`src/rtl/tgad_pkg.sv`:
```
package tgad_pkg;

   // field and register widths
   localparam int BYTE_W     = 8;
   localparam int PIXEL_W    = 32;
   localparam int COUNT_W    = 25;
   localparam int BPP_W      = 3;
   localparam int RUN_W      = 8;
   localparam int CARRIED_W  = 2;

   // command queue between the parser and the expander
   localparam int QUEUE_DEPTH = 2;

   // configuration port
   localparam int CSR_ADDR_W = 1;
   localparam int CSR_DATA_W = 25;
   localparam logic [CSR_ADDR_W-1:0] CSR_BYTES_PER_PIXEL = 1'd0;
   localparam logic [CSR_ADDR_W-1:0] CSR_PIXEL_COUNT     = 1'd1;

   localparam logic [BPP_W-1:0]   BPP_RESET   = 3'd4;
   localparam logic [COUNT_W-1:0] COUNT_RESET = 25'd1;

   typedef enum logic [1:0] {
      PH_HEADER,
      PH_RAW,
      PH_RUN
   } phase_type;

   typedef struct packed {
      logic [BPP_W-1:0]   bytes_per_pixel;
      logic [COUNT_W-1:0] pixel_count;
   } cfg_type;

   // one decoded pixel plus how many copies to emit and the final flags
   typedef struct packed {
      logic [PIXEL_W-1:0] pixel;
      logic [RUN_W-1:0]   pixels;
      logic               packet_last;
      logic               image_last;
      logic               overrun;
   } cmd_type;

endpackage

```
`src/rtl/tgad_front.sv`:
```
module tgad_front (
   input  logic                     clock,
   input  logic                     reset,
   input  tgad_pkg::cfg_type        cfg,
   input  logic                     accept,
   input  logic [tgad_pkg::BYTE_W-1:0] stream_byte,
   output logic                     push,
   output tgad_pkg::cmd_type        cmd
);
   import tgad_pkg::*;

   phase_type          phase_ff, phase_in;
   logic [RUN_W-1:0]   left_ff, left_in;
   logic [1:0]         pos_ff, pos_in;
   logic [PIXEL_W-1:0] gather_ff, gather_in;
   logic [COUNT_W-1:0] done_ff, done_in;

   logic [BPP_W-1:0]   bpp_eff;
   logic [COUNT_W-1:0] count_eff;
   logic [COUNT_W-1:0] avail;
   logic [PIXEL_W-1:0] merged;
   logic               complete;
   logic [RUN_W-1:0]   raw_left;
   logic               raw_reached;
   logic               run_err;
   logic [RUN_W-1:0]   run_n;
   logic               run_reached;

   // effective register values
   always_comb begin
      case (cfg.bytes_per_pixel) inside
         3'd0:                    bpp_eff = 3'd1;
         3'd1, 3'd2, 3'd3, 3'd4:  bpp_eff = cfg.bytes_per_pixel;
         default:                 bpp_eff = 3'd4;
      endcase
   end

   assign count_eff = (cfg.pixel_count == '0) ? COUNT_RESET : cfg.pixel_count;

   // pixels still owed to the image
   assign avail = (count_eff > done_ff) ? (count_eff - done_ff) : COUNT_W'(1);

   // byte gathering
   assign merged   = gather_ff | (PIXEL_W'(stream_byte) << {pos_ff, 3'b000});
   assign complete = ({1'b0, pos_ff} + 3'd1) >= bpp_eff;

   // packet bookkeeping
   assign raw_left    = left_ff - RUN_W'(1);
   assign raw_reached = avail <= COUNT_W'(1);
   assign run_err     = COUNT_W'(left_ff) > avail;
   assign run_n       = run_err ? avail[RUN_W-1:0] : left_ff;
   assign run_reached = COUNT_W'(run_n) >= avail;

   always_ff @(posedge clock) begin
      if (reset) begin
         phase_ff  <= PH_HEADER;
         left_ff   <= '0;
         pos_ff    <= '0;
         gather_ff <= '0;
         done_ff   <= '0;
      end else begin
         phase_ff  <= phase_in;
         left_ff   <= left_in;
         pos_ff    <= pos_in;
         gather_ff <= gather_in;
         done_ff   <= done_in;
      end
   end

   // packet parser
   always_comb begin
      phase_in  = phase_ff;
      left_in   = left_ff;
      pos_in    = pos_ff;
      gather_in = gather_ff;
      done_in   = done_ff;
      push      = 1'b0;
      cmd       = '0;
      cmd.pixel = merged;
      unique case (phase_ff) inside
         PH_HEADER: begin
            if (accept) begin
               // both packet kinds carry count-1 in the low seven bits
               phase_in  = stream_byte[BYTE_W-1] ? PH_RUN : PH_RAW;
               left_in   = {1'b0, stream_byte[BYTE_W-2:0]} + RUN_W'(1);
               pos_in    = '0;
               gather_in = '0;
            end
         end
         PH_RAW, PH_RUN: begin
            if (accept) begin
               if (!complete) begin
                  gather_in = merged;
                  pos_in    = pos_ff + 2'd1;
               end else begin
                  push      = 1'b1;
                  gather_in = '0;
                  pos_in    = '0;
                  if (phase_ff == PH_RAW) begin
                     cmd.pixels      = RUN_W'(1);
                     cmd.packet_last = (raw_left == '0) || raw_reached;
                     cmd.image_last  = raw_reached;
                     cmd.overrun     = raw_reached && (raw_left != '0);
                     left_in         = raw_left;
                     done_in         = raw_reached ? '0 : done_ff + COUNT_W'(1);
                     if (raw_reached || raw_left == '0) begin
                        phase_in = PH_HEADER;
                     end
                  end else begin
                     cmd.pixels      = run_n;
                     cmd.packet_last = 1'b1;
                     cmd.image_last  = run_reached;
                     cmd.overrun     = run_err;
                     done_in         = run_reached ? '0 : done_ff + COUNT_W'(left_ff);
                     phase_in        = PH_HEADER;
                  end
               end
            end
         end
         default: begin
            phase_in = PH_HEADER;
         end
      endcase
   end

endmodule

```
`src/rtl/tgad_cmd_queue.sv`:
```
module tgad_cmd_queue (
   input  logic              clock,
   input  logic              reset,
   input  logic              push,
   input  tgad_pkg::cmd_type push_data,
   input  logic              pop,
   output logic              full,
   output logic              valid,
   output tgad_pkg::cmd_type head
);
   import tgad_pkg::*;

   localparam int AW = (QUEUE_DEPTH > 1) ? $clog2(QUEUE_DEPTH) : 1;
   localparam int CW = $clog2(QUEUE_DEPTH + 1);

   cmd_type         mem [QUEUE_DEPTH];
   logic [AW-1:0]   wr_ptr_ff, wr_ptr_in;
   logic [AW-1:0]   rd_ptr_ff, rd_ptr_in;
   logic [CW-1:0]   count_ff, count_in;

   assign full  = count_ff == CW'(QUEUE_DEPTH);
   assign valid = count_ff != '0;
   assign head  = mem[rd_ptr_ff];

   // pointer and fill count update
   always_comb begin
      wr_ptr_in = wr_ptr_ff;
      rd_ptr_in = rd_ptr_ff;
      count_in  = count_ff;
      if (push) begin
         wr_ptr_in = (wr_ptr_ff == AW'(QUEUE_DEPTH - 1)) ? '0 : wr_ptr_ff + AW'(1);
      end
      if (pop) begin
         rd_ptr_in = (rd_ptr_ff == AW'(QUEUE_DEPTH - 1)) ? '0 : rd_ptr_ff + AW'(1);
      end
      if (push && !pop) begin
         count_in = count_ff + CW'(1);
      end else if (pop && !push) begin
         count_in = count_ff - CW'(1);
      end
   end

   always_ff @(posedge clock) begin
      if (reset) begin
         wr_ptr_ff <= '0;
         rd_ptr_ff <= '0;
         count_ff  <= '0;
      end else begin
         wr_ptr_ff <= wr_ptr_in;
         rd_ptr_ff <= rd_ptr_in;
         count_ff  <= count_in;
      end
   end

   // entry storage
   always_ff @(posedge clock) begin
      if (push) begin
         mem[wr_ptr_ff] <= push_data;
      end
   end

endmodule

```
`src/rtl/tgad_back.sv`:
```
module tgad_back (
   input  logic                             clock,
   input  logic                             reset,
   input  logic                             cmd_valid,
   input  tgad_pkg::cmd_type                cmd,
   output logic                             cmd_pop,
   output logic                             rsp_tvalid,
   input  logic                             rsp_tready,
   output logic [tgad_pkg::PIXEL_W-1:0]     pixel_first,
   output logic [tgad_pkg::PIXEL_W-1:0]     pixel_second,
   output logic [tgad_pkg::CARRIED_W-1:0]   pixels_carried,
   output logic                             packet_last,
   output logic                             image_last,
   output logic                             overrun_error
);
   import tgad_pkg::*;

   // command being expanded
   logic               cur_valid_ff, cur_valid_in;
   cmd_type            cur_ff, cur_in;
   logic [RUN_W-1:0]   rem_ff, rem_in;

   // output register
   logic                 rsp_valid_ff, rsp_valid_in;
   logic [PIXEL_W-1:0]   first_ff, first_in;
   logic [PIXEL_W-1:0]   second_ff, second_in;
   logic [CARRIED_W-1:0] carried_ff, carried_in;
   logic                 plast_ff, plast_in;
   logic                 ilast_ff, ilast_in;
   logic                 err_ff, err_in;

   logic                 load_out;
   logic                 emit;
   logic                 pair;
   logic [RUN_W-1:0]     rem_next;
   logic                 last;

   assign load_out = !rsp_valid_ff || rsp_tready;
   assign emit     = cur_valid_ff && load_out;
   assign pair     = rem_ff >= RUN_W'(2);
   assign rem_next = rem_ff - (pair ? RUN_W'(2) : RUN_W'(1));
   assign last     = rem_next == '0;
   assign cmd_pop  = cmd_valid && (!cur_valid_ff || (emit && last));

   // expansion control and result formation
   always_comb begin
      cur_valid_in = cur_valid_ff;
      cur_in       = cur_ff;
      rem_in       = rem_ff;
      rsp_valid_in = rsp_valid_ff && !rsp_tready;
      first_in     = first_ff;
      second_in    = second_ff;
      carried_in   = carried_ff;
      plast_in     = plast_ff;
      ilast_in     = ilast_ff;
      err_in       = err_ff;
      if (emit) begin
         rsp_valid_in = 1'b1;
         first_in     = cur_ff.pixel;
         second_in    = pair ? cur_ff.pixel : '0;
         carried_in   = pair ? CARRIED_W'(2) : CARRIED_W'(1);
         plast_in     = last && cur_ff.packet_last;
         ilast_in     = last && cur_ff.image_last;
         err_in       = last && cur_ff.overrun;
         rem_in       = rem_next;
         if (last) begin
            cur_valid_in = 1'b0;
         end
      end
      if (cmd_pop) begin
         cur_valid_in = 1'b1;
         cur_in       = cmd;
         rem_in       = cmd.pixels;
      end
   end

   always_ff @(posedge clock) begin
      if (reset) begin
         cur_valid_ff <= 1'b0;
         rsp_valid_ff <= 1'b0;
      end else begin
         cur_valid_ff <= cur_valid_in;
         rsp_valid_ff <= rsp_valid_in;
      end
   end

   always_ff @(posedge clock) begin
      cur_ff     <= cur_in;
      rem_ff     <= rem_in;
      first_ff   <= first_in;
      second_ff  <= second_in;
      carried_ff <= carried_in;
      plast_ff   <= plast_in;
      ilast_ff   <= ilast_in;
      err_ff     <= err_in;
   end

   assign rsp_tvalid     = rsp_valid_ff;
   assign pixel_first    = first_ff;
   assign pixel_second   = second_ff;
   assign pixels_carried = carried_ff;
   assign packet_last    = plast_ff;
   assign image_last     = ilast_ff;
   assign overrun_error  = err_ff;

endmodule

```
`src/rtl/tga_rle_pixel_decoder.sv`:
```
// Targa RLE pixel stream decoder.
// req channel: one coded byte per transaction in req_tdata[7:0], packet
// headers and pixel bytes mixed as they appear in the image data.
// rsp channel: decoded pixels. A raw packet pixel comes out alone; a run
// packet is expanded into results of two pixels each, the last one holding
// one pixel when the run length is odd. rsp_tlast marks the result that
// completes the image; rsp_tuser carries packet last and overrun flags.
// csr port: index 0 bytes per pixel (1..4), index 1 pixel count per image.
// Write it only while no transaction is in flight.
// Throughput: one byte per cycle for headers and raw pixels. A run of N
// pixels occupies the expander for ceil(N/2) results; a two-entry command
// queue lets the parser keep taking bytes meanwhile and req_tready falls
// only when that queue is full.
// A completed pixel passes through the command queue, the expander's command
// register and the output register before its result appears.
// Reset clears the parser to await a packet header, empties the queue and
// the output register, and loads 4 bytes per pixel and a count of one.
// A stalled rsp side holds its result; the queue then fills and stalls req.
module tga_rle_pixel_decoder (
   input  logic        clock,
   input  logic        reset,
   // req_tdata: [7:0] stream_byte
   input  logic        req_tvalid,
   output logic        req_tready,
   input  logic [7:0]  req_tdata,
   // rsp_tdata: [31:0] pixel_first, [63:32] pixel_second,
   //            [65:64] pixels_carried, [71:66] zero
   output logic        rsp_tvalid,
   input  logic        rsp_tready,
   output logic [71:0] rsp_tdata,
   output logic        rsp_tlast,
   // rsp_tuser: [0] packet_last, [1] overrun_error
   output logic [1:0]  rsp_tuser,
   input  logic        csr_we,
   input  logic [tgad_pkg::CSR_ADDR_W-1:0] csr_addr,
   input  logic [tgad_pkg::CSR_DATA_W-1:0] csr_wdata
);
   import tgad_pkg::*;

   cfg_type              cfg_ff, cfg_in;
   logic                 accept;
   logic                 push;
   cmd_type              push_cmd;
   logic                 queue_full;
   logic                 queue_valid;
   cmd_type              queue_head;
   logic                 pop;
   logic [PIXEL_W-1:0]   pixel_first;
   logic [PIXEL_W-1:0]   pixel_second;
   logic [CARRIED_W-1:0] pixels_carried;
   logic                 packet_last;
   logic                 image_last;
   logic                 overrun_error;

   // configuration registers
   always_comb begin
      cfg_in = cfg_ff;
      if (csr_we) begin
         unique case (csr_addr)
            CSR_BYTES_PER_PIXEL: cfg_in.bytes_per_pixel = csr_wdata[BPP_W-1:0];
            CSR_PIXEL_COUNT:     cfg_in.pixel_count     = csr_wdata[COUNT_W-1:0];
            default:             cfg_in                 = cfg_ff;
         endcase
      end
   end

   always_ff @(posedge clock) begin
      if (reset) begin
         cfg_ff.bytes_per_pixel <= BPP_RESET;
         cfg_ff.pixel_count     <= COUNT_RESET;
      end else begin
         cfg_ff <= cfg_in;
      end
   end

   assign req_tready = !queue_full;
   assign accept     = req_tvalid && req_tready;

   tgad_front u_front (
      .clock       (clock),
      .reset       (reset),
      .cfg         (cfg_ff),
      .accept      (accept),
      .stream_byte (req_tdata),
      .push        (push),
      .cmd         (push_cmd)
   );

   tgad_cmd_queue u_queue (
      .clock     (clock),
      .reset     (reset),
      .push      (push),
      .push_data (push_cmd),
      .pop       (pop),
      .full      (queue_full),
      .valid     (queue_valid),
      .head      (queue_head)
   );

   tgad_back u_back (
      .clock          (clock),
      .reset          (reset),
      .cmd_valid      (queue_valid),
      .cmd            (queue_head),
      .cmd_pop        (pop),
      .rsp_tvalid     (rsp_tvalid),
      .rsp_tready     (rsp_tready),
      .pixel_first    (pixel_first),
      .pixel_second   (pixel_second),
      .pixels_carried (pixels_carried),
      .packet_last    (packet_last),
      .image_last     (image_last),
      .overrun_error  (overrun_error)
   );

   // result packing
   assign rsp_tdata = {6'b0, pixels_carried, pixel_second, pixel_first};
   assign rsp_tlast = image_last;
   assign rsp_tuser = {overrun_error, packet_last};

`ifndef NO_ASSERTIONS
   // an overrun always ends the image
   a_overrun_ends_image: assert property (@(posedge clock) disable iff (reset)
      rsp_tvalid && overrun_error |-> image_last)
      else $error("overrun without image end");

   // the image ends only on a packet boundary
   a_image_end_on_packet: assert property (@(posedge clock) disable iff (reset)
      rsp_tvalid && image_last |-> packet_last)
      else $error("image end inside a packet");

   // no result straight out of reset
   a_quiet_after_reset: assert property (@(posedge clock)
      !reset && $past(reset) |-> !rsp_tvalid)
      else $error("result valid after reset");

   // a queued command never stays unserved while the expander is idle
   a_queue_drains: assert property (@(posedge clock) disable iff (reset)
      queue_full |=> !queue_full || pop || $past(pop) || rsp_tvalid)
      else $error("command queue stuck");
`endif

endmodule

```
`config.mk`:
```
export PLATFORM = sky130hd
export DESIGN_NAME = tga_rle_pixel_decoder
export DESIGN_NICKNAME = d
export VERILOG_FILES = /design/src/rtl/tgad_pkg.sv /design/src/rtl/tgad_front.sv /design/src/rtl/tgad_cmd_queue.sv /design/src/rtl/tgad_back.sv /design/src/rtl/tga_rle_pixel_decoder.sv
export SDC_FILE = /design/constraint.sdc
export NUM_CORES = 1
export LEC_CHECK = 0
export BUFFER_PORTS_ARGS = -buffer_cell sky130_fd_sc_hd__buf_2
export CORE_MARGIN = 5
export CORE_UTILIZATION = 45
export DETAILED_ROUTE_END_ITERATION = 7
export SLEW_MARGIN = 40
export SYNTH_ARGS = -nofsm -noshare
export SYNTH_HDL_FRONTEND = slang
export SYNTH_HIERARCHICAL = 1
export SYNTH_SLANG_ARGS = --single-unit
```
`constraint.sdc`:
```
create_clock -name clock -period 15.05 [get_ports clock]
set_clock_uncertainty 0.2 [all_clocks]
set_input_delay 3.01 -clock clock [delete_from_list [all_inputs] [get_ports clock]]
set_output_delay 3.01 -clock clock [all_outputs]
set_load 0.05 [all_outputs]
```
==> impl_results.rst, run 1 <==
.. list-table::
   :header-rows: 1

   * - Metric
     - Value
   * - Largest driver fanout on the critical path
     - 19
   * - Total Neg Setup Slack
     - 0 ns
   * - Synthesized area per cell
     - ~11 um2
   * - Clock tree root driver cell
     - clkbuf_16
   * - Initial Utilization
     - 0.457
   * - Dominant register cell in the synthesized netlist
     - edfxtp_1
   * - Nature of the critical path endpoint
     - flip-flop
   * - Setup violations, final
     - 0
   * - Area share of the largest cell type after synthesis
     - 0.387
   * - Max transition margin
     - 0.420
   * - Post-synthesis instance total
     - ~1.4k
   * - Largest net degree at the start of global routing
     - 70
   * - Post-CTS setup repair buffer count
     - 0
   * - Final hold violations
     - 0
   * - Gp weighted congestion
     - between 0.9 and 1
   * - Final routed wire length divided by cell count
     - 18.1 um
   * - Detailed-route via count
     - between 10k and 15k
   * - Most repeated library cell on the critical path
     - a21oi_1
   * - Clock sinks
     - slightly above 300
   * - Highest cell delay on the worst timing path
     - between 0.5 and 0.6 ns
   * - Worst setup path category
     - flip-flop to flip-flop
   * - Total power density per cell area
     - around 180 nW/um2
   * - Met1 routed wirelength after detailed routing
     - 16.3 mm
   * - Boundary Pins
     - between 100 and 150
   * - Cell class contributing the biggest share of worst-path delay
     - compound AO/OA/AOI/OAI gates
   * - Number of max-slew violations in the final report
     - 0
   * - Nets@finish
     - between 1.5k and 2k
   * - Worst hold slack
     - roughly 0.24 ns
   * - CTS clock-pin slew for the worst setup and hold paths
     - about 0.060 ns
   * - Count of nets left with antenna violations after detail routing
     - 0
   * - Routed via count divided by cell count
     - around 5.5
   * - Post-synthesis sequential element count
     - 302
   * - Post-synth top area cell
     - edfxtp_1
   * - Cell type of the slowest stage on the worst timing path
     - or4_1
   * - Routed wire length on met3
     - around 1.9 mm
   * - Total routed wirelength
     - between 30 and 40 mm
   * - Highest metal layer with signal wires
     - met4
   * - Worst IR Drop VDD
     - about 0.00014 V
   * - Met2 wire length
     - around 16 mm
   * - Launch instance of the worst min-delay path
     - u_back/cur_ff[40]
   * - Area delta synth->final
     - 12.9%
   * - Period minus WS final
     - 7.13 ns
   * - H-tree Lvls
     - 2
   * - Overall overflow remaining after global route
     - 0
   * - Synth top area cells
     - edfxtp_1, dfxtp_1, ha_1, mux2_2, a21oi_1
   * - Final Util
     - 0.516
   * - Unique masters post-synth
     - roughly 90
   * - Status
     - completed
   * - Violation count after the first detailed-routing iteration
     - roughly 750
   * - Inserted Clock Buffers
     - 35
   * - Count of warnings emitted by yosys
     - 6
   * - Number of flops mapped to enable cells by yosys
     - roughly 200
   * - Top achievable clock speed
     - approximately 0.14 GHz
   * - Reg-to-reg startpoint
     - cfg_ff[5]
   * - Leak
     - between 6 and 7 nW
   * - Crit path from
     - cfg_ff[5]
   * - Clock tree from TritonCTS
     - built
   * - Clock network latency to the later pin of the worst-skew pair
     - ~0.52 ns
   * - HPWL Detailed
     - roughly 25 mm
   * - Antenna diode count
     - 0
   * - Drt pass-1 iters
     - 5
   * - Fraction of registers with async set/reset
     - 0
   * - Slew at the pin with the worst max-slew slack
     - roughly 0.86 ns
   * - Netlist area before placement
     - around 15000 um2
   * - Drc violations
     - 0
   * - Crit path buffers/inverters
     - 1
   * - Number of global-route vias before repair
     - 10.4k
   * - Unrepaired setup endpoints after global routing
     - no
   * - Nature of the critical path startpoint
     - flip-flop
   * - Die width
     - ~190 um
   * - Row cnt
     - 67
   * - Post-cts resize count
     - 0
   * - Core area
     - between 30000 and 40000 um2
   * - Initial antenna violation count
     - 0
   * - Die outline height
     - roughly 190 um
   * - Maximum buffer depth of the clock tree
     - 3
   * - Max Cap Viol
     - 0
   * - Area of the die
     - 37900 um2
   * - Kind of path behind the tightest hold check
     - flip-flop to flip-flop
   * - Worst endpoint data arrival time
     - 7.34 ns
   * - Fraction of final layout cells with drive strength greater than 1
     - 0.210
   * - Count of input and output buffers
     - between 100 and 150
   * - Share of synthesized area occupied by flip-flops and latches
     - 0.523
   * - Total Routing Usage GR
     - 0.181
   * - Global-route wire length before repair
     - about 57 mm
   * - Crit share post-route
     - 0.474
   * - Required time at the endpoint of the critical path
     - roughly 15 ns
   * - Cts-stage hold buffer count
     - 0
synthesized netlist by cell type (5+ instances only):
cell      count
nor4_1       18
a21oi_1     100
nor2b_1      26
and2_1       40
and3_1        9
a21o_1       45
o22ai_1       5
clkbuf_1     64
nand4_1      20
nor3_1       34
inv_1        56
nor2_1       94
a32oi_1       5
o21ai_1       5
o31ai_1      11
ha_1         63
buf_4        15
or3_1         8
nand3_2      20
nand3_1      30
a22oi_1      11
a31oi_1      11
dfxtp_1     104
a21bo_1      19
o211ai_1      6
xor2_1       16
edfxtp_1    198
a21oi_2      20
mux2_2       50
xnor2_1      32
a211oi_1      9
buf_2        13
nand2b_1     13
o21ai_0      35
nand2_1      73
mux2i_1      14
cell usage in the layout, fill, tap and decap left out, types with 39 or more instances in the layout:
master    instances
inv_1            56
edfxtp_1        198
a21oi_1          99
buf_2           107
nor2_1           93
dfxtp_1         103
mux2_2           50
a21o_1           45
and2_1           39
ha_1             63
nand2_1          73
kinds of logic (layout without fill, tap and decap cells):
family | count (synthesis) | after routing | share of synthesized area
xor+xnor | 48 | 48 | 0.0274
buf+inv | 158 | 245 | 0.0454
flops | 302 | 302 | 0.523
other cells | 1 | 6 | 0.000244
simple gates | 417 | 417 | 0.148
mux | 68 | 68 | 0.0497
compound gates | 331 | 331 | 0.151
fa+ha+maj | 66 | 66 | 0.0553
layout make-up:
| type | instances | area, um2 |
|---|---|---|
| clock inverter | 23 | 245 |
| fill | 2975 | 16300 |
| inverter | 58 | 218 |
| timing repair buffer | 123 | 681 |
| sequential | 302 | 8030 |
| tap | 448 | 561 |
| multi-input combinational | 936 | 6700 |
| clock buffer | 41 | 908 |
metrics by stage:
step / setup WS (ns) / power, mW / area [um2] / cells
6_report: 7.92 / 3.05 / 17300 / 1931
4_1_cts: 7.95 / 3.07 / 17300 / 1929
2_1_floorplan: 8.19 / 1.99 / 15400 / 1396
3_5_place_dp: 7.97 / 2.23 / 16100 / 1865
3_3_place_gp: 8.25 / 2.22 / 16100 / 1865
5_1_grt: 7.29 / 3.23 / 17300 / 1931
layer usage:
metal | up-vias | track usage
li1 | 5223 | -
met1 | 5094 | 0.257
met2 | 288 | 0.285
met3 | 57 | 0.0298
met4 | 0 | 0.0599
met5 | - | 0
worst reg2reg max path, delay by kind of cell, from the launching register on:
family,cells,cell delay (ns)
compound gates,19,3.53
fa+ha+maj,3,0.87
buf+inv,1,0.28
flops,1,0.32
mux,1,0.29
simple gates,9,1.52
flip-flops by register name (all words and copies together), names as in the netlist, 2 cells and up, named ones only:
register	flops
u_back/cur_ff	35
u_front/phase_ff	2
u_front/done_ff	25
u_queue/count_ff	2
u_back/pixel_second	32
u_back/pixel_first	32
u_queue/mem	86
u_back/rem_ff	8
u_front/gather_ff	32
u_front/left_ff	8
cfg_ff	28
u_back/pixels_carried	2
u_front/pos_ff	2
final timing paths:
kind	endpoint	slack [ns]	depth (start not counted)
worst max register to register	u_front/done_ff[16]	7.92	33
worst min register to register	u_back/pixel_first[29]	0.24	0
worst min-delay path	u_back/pixel_first[29]	0.24	0
worst max-delay path	u_front/done_ff[16]	7.92	33
power breakdown:
part           internal, mW  total, mW  switching [mW]
combinational         0.347       1.04           0.697
sequential             1.10       1.17          0.0746
clock                 0.492      0.833           0.341
total                  1.94       3.05            1.11
Power figures use the tool's default switching activity.
==> run 2: changes to the inputs <==
Clock period 15.05 ns to 5.9 ns, I/O delays scaled along.
==> run 2 against run 1 <==
Effect of this change:
- the run now ends with setup timing left
- worst hold slack improved by 0.0035 ns
- clock power increased by 120%
- combinational power grew to 3.0 times the previous value
- via count rose by 5.3%
- cell area is 7.9% higher
- fmax grew 15%
- die area unchanged
- critical endpoint is now u_front/done_ff[14]
- sequential share of layout area is 3.4 points lower
- wire length is 3.0% higher
- global-route usage hardly changed
- register-to-register slack lost 8.2 ns
- critical path depth decreased by 4
==> impl_results.rst, run 2 (synthesized netlist as in run 1, its figures left out) <==
.. list-table::
   :header-rows: 1

   * - Metric
     - Value
   * - Status
     - finished, violations left
   * - Violations in the final reports
     - setup timing
   * - Cts-stage hold buffer count
     - 0
   * - Total Routing Usage GR
     - 0.182
   * - Period minus WS final
     - a little over 6 ns
   * - Gp weighted congestion
     - approximately 0.90
   * - Critical Path Stages
     - 29
   * - Initial Utilization
     - 0.457
   * - Total instance count after detailed placement
     - 2011
   * - Count of input and output buffers
     - roughly 110
   * - Switching power
     - between 2 and 3 mW
   * - Worst setup path category
     - flip-flop to flip-flop
   * - Most repeated library cell on the critical path
     - or4_4
   * - End of the worst hold path
     - u_back/pixel_first[6]
   * - Unrepaired setup endpoints after global routing
     - yes
   * - Die width
     - about 200 um
   * - Cell type of the slowest stage on the worst timing path
     - or4_4
   * - Inserted Clock Buffers
     - 31
   * - Boundary Pins
     - approximately 120
   * - Routed via count divided by cell count
     - about 5.4
   * - Largest net degree at the start of global routing
     - 70
   * - CTS clock-pin slew for the worst setup and hold paths
     - ~0.06 ns
   * - Most common library cell in the layout ignoring fill and taps
     - edfxtp_1
   * - Cell class contributing the biggest share of worst-path delay
     - simple AND/OR/NAND/NOR gates
   * - Maximum buffer depth of the clock tree
     - 3
   * - Final routed wire length divided by cell count
     - ~17 um
   * - Filler Cell Count
     - around 2.9k
   * - Top achievable clock speed
     - 0.161 GHz
   * - Clock sinks
     - 302
   * - Worst setup slack for register-to-register paths
     - -0.31 ns
   * - Nature of the critical path endpoint
     - flip-flop
   * - Sequential Power Share
     - 0.375
   * - Antenna diode count
     - 0
   * - Highest-count cells in the layout ignoring fill and taps
     - edfxtp_1, buf_4, buf_2
   * - Worst hold path depth
     - 0
   * - Count of nets left with antenna violations after detail routing
     - 0
   * - Clock tree from TritonCTS
     - built
   * - H-tree Lvls
     - 1
   * - Storage cell area
     - approximately 8000 um2
   * - Global-route wire length before repair
     - 57.4 mm
   * - Share of power burned in the clock network
     - 0.233
   * - Placement Cell Area
     - roughly 17000 um2
   * - Switching fraction of total power
     - 0.363
   * - Die outline height
     - ~200 um
   * - Crit path buffers/inverters
     - 3
   * - Number of max-slew violations in the final report
     - 0
   * - Initial antenna violation count
     - 0
   * - Detailed-route via count
     - ~11k
   * - Clock tree root driver cell
     - clkbuf_16
   * - Number of cells on the worst reg-to-reg path
     - 29
   * - Final hold violations
     - 0
   * - Fraction of final layout cells with drive strength greater than 1
     - 0.312
   * - Max Cap Viol
     - 0
   * - HPWL Detailed
     - between 20 and 30 mm
   * - Nature of the critical path startpoint
     - flip-flop
   * - Violation count after the first detailed-routing iteration
     - 908
   * - Core area
     - approximately 34000 um2
   * - Largest driver fanout on the critical path
     - 5
   * - Slew at the pin with the worst max-slew slack
     - 0.826 ns
   * - Tot Pwr
     - 8.01 mW
   * - Highest cell delay on the worst timing path
     - ~0.56 ns
   * - Leak
     - 7.20 nW
   * - Internal power
     - 5.10 mW
   * - Final std cell area, no fill
     - 18700 um2
   * - Number of global-route vias before repair
     - 10.9k
   * - Flip-flop count of the largest register, all copies and words added
     - 86
   * - Part of the total power dissipated in combinational logic
     - 0.393
   * - Multi-input gate area in the final layout
     - 7040 um2
   * - Worst Setup Slack, final
     - -0.309 ns
   * - Kind of path behind the tightest hold check
     - flip-flop to flip-flop
   * - Largest registers in the final layout
     - u_queue/mem x86, u_back/cur_ff x35
   * - Reg-to-reg startpoint
     - cfg_ff[7]
   * - Area of the die
     - between 30000 and 40000 um2
   * - Final cell count without fillers
     - 2084
   * - Worst endpoint data arrival time
     - between 6 and 7 ns
   * - Launch instance of the worst min-delay path
     - u_back/cur_ff[17]
   * - Clock network latency to the later pin of the worst-skew pair
     - about 0.57 ns
   * - Setup violations, final
     - 27
   * - End of the worst register-to-register path
     - u_front/done_ff[14]
   * - Total routed wirelength
     - 36.1 mm
   * - Row cnt
     - between 60 and 70
   * - Largest Register
     - u_queue/mem
   * - Required time at the endpoint of the critical path
     - approximately 6.2 ns
   * - Max transition margin
     - 0.449
   * - Total power density per cell area
     - 428 nW/um2
   * - Area delta synth->final
     - 21.8%
   * - Crit share post-route
     - 1.05
   * - Nets@finish
     - between 1.5k and 2k
   * - Worst IR Drop VDD
     - roughly 0.00027 V
   * - Drc violations
     - 0
   * - Overall overflow remaining after global route
     - 0
   * - Drt pass-1 iters
     - 6
-- run 2: changes by cell type in the layout (fill, tap and decap cells not counted), sizes merged --
| cell | change |
|---|---|
| clkinvlp | -2 |
| bufinv | -1 |
| clkbuf | +1 |
| inv | -1 |
| buf | +159 |
| clkinv | -3 |
-- run 2: power groups by stage --
stage	combinational (mW)	sequential, mW	clock, mW
final	3.14	3.00	1.86
after global routing	3.39	3.05	2.01
after CTS	3.02	3.00	1.92
after detailed placement	2.86	3.05	0
after global placement	2.83	3.03	0
after floorplan	1.65	3.48	0
-- run 2: worst max path at each step --
stage	startpoint	slack, ns	end
detailed placement	cfg_ff[6]	-0.59	u_front/done_ff[15]
finish	cfg_ff[7]	-0.31	u_front/done_ff[14]
global placement	cfg_ff[6]	-0.41	u_front/done_ff[15]
CTS	cfg_ff[8]	-0.28	u_front/done_ff[15]
global route	cfg_ff[7]	-0.53	u_front/done_ff[14]
floorplan	cfg_ff[5]	-0.002	u_front/done_ff[16]
-- run 2: area by class of cell --
class,count,area share
multi-input combinational,936,0.376
inverter,58,0.0116
timing repair buffer,282,0.100
clock inverter,16,0.00843
tap,448,0.0300
sequential,302,0.429
clock buffer,42,0.0437
-- run 2: per-layer routing --
metal	up-vias	global-route usage	wire length [um]
li1	5518	-	-
met1	5360	0.254	16400
met2	312	0.305	17100
met3	42	0.0270	1970
met4	0	0.0346	613
met5	-	0.00511	0
-- run 2: stage by stage --
step	setup slack [ns]	TNS, ns	hold WS, ns	utilization
2_1_floorplan	-0.00236	-0.00236	0.217	-
3_3_place_gp	-0.406	-8.48	0.220	0.513
3_5_place_dp	-0.589	-12.34	0.226	0.514
4_1_cts	-0.278	-4.95	0.241	0.549
5_1_grt	-0.532	-11.66	0.246	0.556
6_report	-0.309	-4.85	0.239	0.556
-- run 2: what timing repair did --
item,4_1_cts,5_1_grt
pin swaps,28,39
setup endpoints to repair,27,27
resized for setup,30,36
setup buffers,8,7
